`src/hdl/wfgcd_pkg.sv`:
```
// Shared types and constants for the wait-for graph cycle detector.
package wfgcd_pkg;

    // Width of a node number in an input or output word
    localparam int unsigned NODE_FIELD_W = 3;
    localparam int unsigned S_TDATA_W    = 8;
    localparam int unsigned M_TDATA_W    = 8;

    typedef enum logic {
        OP_WRITE_EDGE = 1'b0,
        OP_CHECK      = 1'b1
    } op_t;

    typedef enum logic [1:0] {
        ST_IDLE,
        ST_SEARCH,
        ST_REPORT
    } state_t;

endpackage

```
`src/hdl/wait_for_graph_cycle_detector_unit.sv`:
```
// Wait-for graph cycle detector: adjacency matrix plus iterative depth-first search.
//
// Keeps a directed graph of NODE_COUNT nodes as an adjacency bit matrix in
// flip-flops (no edges after reset). An input word with tuser = 0 sets or
// clears one edge (from_node -> to_node) and produces no output word; it is
// absorbed in the cycle it is accepted, so edge writes stream at one per
// clock. An input word with tuser = 1 runs a depth-first search from
// from_node and produces one output word: cycle_found plus the start node.
// The search is done by a single scan unit that tests one adjacency bit per
// clock, under a small sequencer with an explicit stack of (node, next
// neighbor) entries. A check runs through setup, then a search that scans
// neighbor positions and pops the stack, then report; the search ends early
// when a cycle is found, and it scans only reachable nodes. The input is
// not ready while a check is in flight. The result sits in an output
// register, so a new word is accepted while a result waits on m_tready; a
// second check only stalls at its end if the previous result is still
// unclaimed. Node fields are 3 bits wide; writes naming a node at or above
// NODE_COUNT are dropped, and a check from such a node reports no cycle.
module wait_for_graph_cycle_detector_unit #(
    parameter int unsigned NODE_COUNT = 8
) (
    input  logic                               aclk,
    input  logic                               aresetn,
    // s_tdata: [2:0] from_node, [5:3] to_node, [6] edge_present, [7] zero
    input  logic [wfgcd_pkg::S_TDATA_W-1:0]    s_tdata,
    // s_tuser: [0] operation (0 write edge, 1 check)
    input  logic                               s_tuser,
    input  logic                               s_tvalid,
    output logic                               s_tready,
    // m_tdata: [0] cycle_found, [3:1] start_echo, [7:4] zero
    output logic [wfgcd_pkg::M_TDATA_W-1:0]    m_tdata,
    output logic                               m_tvalid,
    input  logic                               m_tready
);

    localparam int unsigned NW  = (NODE_COUNT > 1) ? $clog2(NODE_COUNT) : 1; // node index
    localparam int unsigned SW  = $clog2(NODE_COUNT + 1);                     // scan 0..N
    localparam int unsigned SPW = $clog2(NODE_COUNT + 1);                     // stack ptr 0..N
    localparam int unsigned FW  = wfgcd_pkg::NODE_FIELD_W;
    localparam logic [NODE_COUNT-1:0] ONE_HOT = NODE_COUNT'(1);

    // ---------------------------------------------------------------
    // Input word unpacking
    // ---------------------------------------------------------------
    logic [FW-1:0]   in_from;
    logic [FW-1:0]   in_to;
    logic            in_present;
    wfgcd_pkg::op_t  in_op;
    logic            in_accept;
    logic            from_in_range;
    logic            to_in_range;

    assign in_from       = s_tdata[FW-1:0];
    assign in_to         = s_tdata[2*FW-1:FW];
    assign in_present    = s_tdata[2*FW];
    assign in_op         = wfgcd_pkg::op_t'(s_tuser);
    assign in_accept     = s_tvalid && s_tready;
    assign from_in_range = 32'(in_from) < NODE_COUNT;
    assign to_in_range   = 32'(in_to) < NODE_COUNT;

    // ---------------------------------------------------------------
    // State
    // ---------------------------------------------------------------
    wfgcd_pkg::state_t state_reg, state_next;

    logic [NODE_COUNT-1:0] adj_reg [NODE_COUNT];    // row u, bit v: edge u -> v
    logic [NODE_COUNT-1:0] visited_reg, visited_next;
    logic [NODE_COUNT-1:0] on_stack_reg, on_stack_next;
    logic [SPW-1:0]        sp_reg, sp_next;

    // Stack of suspended entries below the top; the top lives in cur_*
    logic [NW-1:0]         stk_node_mem [NODE_COUNT];
    logic [SW-1:0]         stk_scan_mem [NODE_COUNT];

    logic [NW-1:0]         cur_node_reg, cur_node_next;
    logic [SW-1:0]         cur_scan_reg, cur_scan_next;
    logic                  found_reg, found_next;
    logic [FW-1:0]         start_reg, start_next;

    logic                  m_valid_reg, m_valid_next;
    logic                  m_found_reg;
    logic [FW-1:0]         m_start_reg;

    // ---------------------------------------------------------------
    // Scan unit: tests one adjacency bit per cycle
    // ---------------------------------------------------------------
    logic [NW-1:0]         scan_idx;
    logic                  scan_end;
    logic                  scan_hit;
    logic [NODE_COUNT-1:0] scan_bit;
    logic [SW-1:0]         scan_inc;
    logic                  search_done;
    logic                  stk_push;
    logic [NW-1:0]         stk_wr_idx;
    logic [NW-1:0]         stk_rd_idx;
    logic                  out_free;
    logic                  load_out;

    assign scan_idx   = cur_scan_reg[NW-1:0];
    assign scan_end   = 32'(cur_scan_reg) >= NODE_COUNT;
    assign scan_hit   = !scan_end && adj_reg[cur_node_reg][scan_idx];
    assign scan_bit   = ONE_HOT << scan_idx;
    assign scan_inc   = cur_scan_reg + SW'(1);
    assign stk_wr_idx = NW'(sp_reg - SPW'(1));
    assign stk_rd_idx = NW'(sp_reg - SPW'(2));
    assign out_free   = !m_valid_reg || m_tready;

    // Done when the last entry pops, or an edge lands on a node on the stack
    assign search_done = (scan_end && (sp_reg == SPW'(1)))
                       || (scan_hit && ((on_stack_reg & scan_bit) != '0));

    // ---------------------------------------------------------------
    // Sequencer: next state
    // ---------------------------------------------------------------
    always_comb begin
        state_next = state_reg;
        case (state_reg)
            wfgcd_pkg::ST_IDLE: begin
                if (in_accept && (in_op == wfgcd_pkg::OP_CHECK)) begin
                    state_next = from_in_range ? wfgcd_pkg::ST_SEARCH
                                               : wfgcd_pkg::ST_REPORT;
                end
            end
            wfgcd_pkg::ST_SEARCH: begin
                if (search_done) begin
                    state_next = wfgcd_pkg::ST_REPORT;
                end
            end
            wfgcd_pkg::ST_REPORT: begin
                if (out_free) begin
                    state_next = wfgcd_pkg::ST_IDLE;
                end
            end
            default: begin
                state_next = wfgcd_pkg::ST_IDLE;
            end
        endcase
    end

    // ---------------------------------------------------------------
    // Sequencer: outputs
    // ---------------------------------------------------------------
    always_comb begin
        s_tready = 1'b0;
        load_out = 1'b0;
        case (state_reg)
            wfgcd_pkg::ST_IDLE: begin
                s_tready = 1'b1;
            end
            wfgcd_pkg::ST_REPORT: begin
                load_out = out_free;
            end
            default: begin
                s_tready = 1'b0;
            end
        endcase
    end

    // ---------------------------------------------------------------
    // Search datapath
    // ---------------------------------------------------------------
    always_comb begin
        visited_next  = visited_reg;
        on_stack_next = on_stack_reg;
        sp_next       = sp_reg;
        cur_node_next = cur_node_reg;
        cur_scan_next = cur_scan_reg;
        found_next    = found_reg;
        start_next    = start_reg;
        stk_push      = 1'b0;

        if (state_reg == wfgcd_pkg::ST_IDLE) begin
            if (in_accept && (in_op == wfgcd_pkg::OP_CHECK)) begin
                start_next = in_from;
                found_next = 1'b0;
                if (from_in_range) begin
                    visited_next  = ONE_HOT << NW'(in_from);
                    on_stack_next = ONE_HOT << NW'(in_from);
                    cur_node_next = NW'(in_from);
                    cur_scan_next = '0;
                    sp_next       = SPW'(1);
                end
            end
        end else if (state_reg == wfgcd_pkg::ST_SEARCH) begin
            if (scan_end) begin
                // pop: node leaves the stack, parent resumes
                on_stack_next = on_stack_reg & ~(ONE_HOT << cur_node_reg);
                sp_next       = sp_reg - SPW'(1);
                if (sp_reg != SPW'(1)) begin
                    cur_node_next = stk_node_mem[stk_rd_idx];
                    cur_scan_next = stk_scan_mem[stk_rd_idx];
                end
            end else if (!scan_hit) begin
                cur_scan_next = scan_inc;
            end else if ((on_stack_reg & scan_bit) != '0) begin
                found_next = 1'b1;   // back edge, self-loop included
            end else if ((visited_reg & scan_bit) == '0) begin
                visited_next  = visited_reg | scan_bit;
                on_stack_next = on_stack_reg | scan_bit;
                if (32'(sp_reg) < NODE_COUNT) begin
                    stk_push      = 1'b1;
                    sp_next       = sp_reg + SPW'(1);
                    cur_node_next = scan_idx;
                    cur_scan_next = '0;
                end else begin
                    cur_scan_next = scan_inc;
                end
            end else begin
                cur_scan_next = scan_inc;   // already finished node
            end
        end
    end

    // ---------------------------------------------------------------
    // Output register
    // ---------------------------------------------------------------
    always_comb begin
        m_valid_next = m_valid_reg;
        if (load_out) begin
            m_valid_next = 1'b1;
        end else if (m_tready) begin
            m_valid_next = 1'b0;
        end
    end

    assign m_tvalid = m_valid_reg;
    assign m_tdata  = {{(wfgcd_pkg::M_TDATA_W - FW - 1){1'b0}}, m_start_reg, m_found_reg};

    // ---------------------------------------------------------------
    // Registers
    // ---------------------------------------------------------------
    always_ff @(posedge aclk) begin
        if (!aresetn) begin
            state_reg    <= wfgcd_pkg::ST_IDLE;
            visited_reg  <= '0;
            on_stack_reg <= '0;
            sp_reg       <= '0;
            m_valid_reg  <= 1'b0;
            for (int i = 0; i < NODE_COUNT; i++) begin
                adj_reg[i] <= '0;
            end
        end else begin
            state_reg    <= state_next;
            visited_reg  <= visited_next;
            on_stack_reg <= on_stack_next;
            sp_reg       <= sp_next;
            m_valid_reg  <= m_valid_next;
            if ((state_reg == wfgcd_pkg::ST_IDLE) && in_accept
                    && (in_op == wfgcd_pkg::OP_WRITE_EDGE)
                    && from_in_range && to_in_range) begin
                adj_reg[NW'(in_from)][NW'(in_to)] <= in_present;
            end
        end
    end

    always_ff @(posedge aclk) begin
        cur_node_reg <= cur_node_next;
        cur_scan_reg <= cur_scan_next;
        found_reg    <= found_next;
        start_reg    <= start_next;
        if (stk_push) begin
            // suspended parent resumes after the neighbor just taken
            stk_node_mem[stk_wr_idx] <= cur_node_reg;
            stk_scan_mem[stk_wr_idx] <= scan_inc;
        end
        if (load_out) begin
            m_found_reg <= found_reg;
            m_start_reg <= start_reg;
        end
    end

    // ---------------------------------------------------------------
    // Assertions
    // ---------------------------------------------------------------
`ifndef ASSERT_OFF
    a_sp_bound: assert property (@(posedge aclk) disable iff (!aresetn)
        32'(sp_reg) <= NODE_COUNT)
        else $error("stack pointer beyond node count");

    a_top_on_stack: assert property (@(posedge aclk) disable iff (!aresetn)
        (state_reg == wfgcd_pkg::ST_SEARCH) |-> on_stack_reg[cur_node_reg])
        else $error("search top node not marked on stack");

    a_stack_in_visited: assert property (@(posedge aclk) disable iff (!aresetn)
        (state_reg == wfgcd_pkg::ST_SEARCH) |-> ((on_stack_reg & ~visited_reg) == '0))
        else $error("on-stack node not marked visited");

    a_oor_no_cycle: assert property (@(posedge aclk) disable iff (!aresetn)
        (m_valid_reg && m_found_reg) |-> (32'(m_start_reg) < NODE_COUNT))
        else $error("cycle reported from out-of-range start node");
`endif

endmodule

```
`config.mk`:
```
export PLATFORM = sky130hd
export DESIGN_NAME = wait_for_graph_cycle_detector_unit
export DESIGN_NICKNAME = d
export VERILOG_FILES = /design/src/hdl/wfgcd_pkg.sv /design/src/hdl/wait_for_graph_cycle_detector_unit.sv
export SDC_FILE = /design/constraint.sdc
export NUM_CORES = 1
export LEC_CHECK = 0
export ABC_AREA = 1
export BUFFER_PORTS_ARGS = -buffer_cell sky130_fd_sc_hd__buf_2
export CORE_UTILIZATION = 55
export DETAILED_ROUTE_END_ITERATION = 6
export PLACE_DENSITY = 0.8
export SYNTH_ARGS = -nofsm -noshare
export SYNTH_HDL_FRONTEND = slang
export SYNTH_SLANG_ARGS = --single-unit
export TNS_END_PERCENT = 20
```
`constraint.sdc`:
```
create_clock -name aclk -period 3 [get_ports aclk]
set_input_delay 0.3 -clock aclk [delete_from_list [all_inputs] [get_ports aclk]]
set_output_delay 0.3 -clock aclk [all_outputs]
set_load 0.1 [all_outputs]
```
==> results.toml <==
[yosys]
synth_edf_count = 135
synth_xor_area_frac = 0.002108
ys_seq_elements = 161
synth_area_um2 = 8308
dominantRegCellSynth = "edfxtp_1"
synth-simple-area-share = 0.2515
yosysWarnings = 0
synth_top_cell_area_share = 0.4880
synth_top_family_by_area = "simple AND/OR/NAND/NOR gates"
synth_adder_area_share = 0.01807
yosys.area.top_type = "edfxtp_1"
synthMuxAreaShare = 0
synth.avg_cell_area_um2 = 8.933
synth_compound_area_frac = 0.1102
synthCells = 930
synthTopCellsByArea = "edfxtp_1, nand2_1, dfxtp_1, nand3_1, o21ai_0"
synth-seq-area-share = 0.5506
synth_async_sr_flop_share = 0
synth.distinct_cells = 41

[layout]
layout_commonest_cell = "nand2_1"
largest_reg_flops = 64
area_growth_pct = 10.72
layout.cells.non_filler = 1142
drive_gt1_frac = 0.1117
layout.nets = 970
layout_common_cells = "nand2_1, edfxtp_1, nor2_1"
diodes = 0

[global_routing]
use_met1 = 0.3731
grt_busiest_layer = "met2"
use_met3 = 0.06400
met2_usage = 0.3985
grt_max_degree = 85
grt_pass1_wl_um = 31950
antenna_found_initial = 0
gr-total-overflow = 0
grt_usage = 0.2659
grt_pass1_vias = 6227

[floorplan]
dieWidth_um = 124.9
rows = 44
die_h_um = 124.9
die_area_um2 = 15600
num_io_pins = 23
start_util = 0.5673
placeableCoreArea_um2 = 14640

[sta]
max_slew_margin = 0.4765
finalSetupTns_ns = 0
setup_viol = 0
report.final.slew_viol_count = 0
period_needed_ns = 2.759
fin_crit_sh = 0.9195
finalHoldViolCount = 0
rsz0062_at_grt = "false"
tightest_slew_ns = 0.7852
finClkSkew_ns = 0.01308
timing.fmax_mhz = 362.5
setup_slack_ns = 0.2415

[power]
ir_drop_v = 0.0004483
p_total_uw = 6533
p_leak_uw = 0.003542
p_int_uw = 4494
seqPwrFrac = 0.413
power.switching_uw = 2039
clockPowerShare = 0.359
combPwrFrac = 0.227
pwr_density_cell_nw_per_um2 = 710.2
swShare = 0.3121

[setup_path]
cp.arrival_ns = 2.90
max_stage_delay_ns = 0.48
path_max_fanout = 8
crit_type = "reg -> reg"
required_ns = 3.14
cpMaxStageDelayCell = "edfxtp_1"
critPathLaunchType = "register"
cp-end-kind = "register"
path_cells = "ha_1, ha_1, inv_1, o21ai_0, a211oi_2, nand2_2, nor2_1, inv_1, nor2_4, nand3_4, nor3_1, buf_4"

[clock_network]
cts_sinks = 161
cts_buffer_depth = 2
cts_setup_buffers = 0
ctsHoldBuffers = 0
cts-htree-levels = 4
cts_buffers = 17
cts_tree = "built"
clockRootBuffer = "clkbuf_16"
clock_latency_ns = 0.43
cts_resized = 0
path_clk_slew_ns = 0.06

[detailed_routing]
first_iter_violations = 932
wl_per_cell_um = 17.25
drt_pass1_iterations = 7
routed_wl_um = 19700
avgViaCountPerCell = 5.900
ant_nets = 0
drcViolationCount = 9
vias = 6738

[place]
place.gp.congestion = 0.9470
place_ws_ns = 0.2923
place_inst = 1110
port_buffers = 17
hpwl_um = 12820

[flow_run]
drv_cap = 0

[status]
violations = "DRC"
status = "complete, but fails checks"

[worst_hold_path]
hold_path.class = "in -> reg"
==> worst paths after layout <==
check,startpoint,to,slack (ns),cells past startpoint
min,s_tdata[1],start_reg[1]$_DFFE_PP_,0.12,1
min reg2reg,start_reg[2]$_DFFE_PP_,m_start_reg[2]$_DFFE_PP_,0.42,0
max,cur_scan_reg[1]$_SDFFCE_PP0P_,stk_node_mem[2][2]$_DFFE_PP_,0.24,12
max reg2reg,cur_scan_reg[1]$_SDFFCE_PP0P_,stk_node_mem[2][2]$_DFFE_PP_,0.24,12
==> synthesized netlist by cell type (3+ instances only) <==
cell / n
ha_1: 12
dfxtp_1: 26
edfxtp_1: 135
a22oi_1: 6
o221ai_1: 12
buf_6: 7
a21oi_1: 31
nor2_1: 101
buf_2: 4
o21ai_0: 83
nand3_2: 3
nor2_2: 4
nor2_4: 3
nand2_1: 217
o22ai_1: 8
clkbuf_1: 25
o211ai_1: 5
buf_4: 10
inv_1: 62
inv_2: 6
nor3_1: 44
buf_1: 4
nand4_1: 7
nand2_2: 8
nand3_1: 85
==> power by group through the flow <==
stage	clock network [µW]	registers [µW]	logic (µW)
global placement	0	2740	1430
detailed placement	0	2740	1460
finish	2350	2700	1490
CTS	2350	2700	1460
floorplan	0	2710	1120
global route	2450	2710	1630
==> worst max-delay path: cells and delay by family, from the launching register on <==
kind                       cells  cell delay (ns)
buffers and inverters          3             0.42
AOI/OAI and AO/OA              2             0.33
DFF                            1             0.48
adders and majority gates      2             0.45
and+or+nand+nor                5             0.80
==> per-stage QoR <==
stage | hold slack (ns) | instance area, µm² | util
after global routing | 0.1185 | 9199 | 0.6282
final | 0.1215 | 9199 | 0.6282
after detailed placement | 0.4107 | 8559 | 0.5845
after floorplan | 0.3989 | 8319 | -
after global placement | 0.4006 | 8559 | 0.5845
after CTS | 0.1128 | 9199 | 0.6282
==> routing by layer <==
layer  up-vias  wire, µm  share of wire
li1       3229         -              -
met1      3103      8368           0.42
met2       349      8870           0.45
met3        57      1939          0.098
met4         0       523          0.027
met5         -         0              0
==> kinds of logic after synthesis <==
logic type,after synthesis
adders and majority gates,12
DFF,161
buffers and inverters,121
other,1
and+or+nand+nor,477
AOI/OAI and AO/OA,156
xor gates and xnor gates,2
==> final cells by class <==
type	count	area [µm²]
inverter	71	274.0
timing repair buffer	43	292.8
multi-input combinational	651	3188
sequential	161	4574
clock inverter	13	206.4
clock buffer	19	432.9
tap	184	230.2
fill	1171	5445
Power figures use the tool's default switching activity.
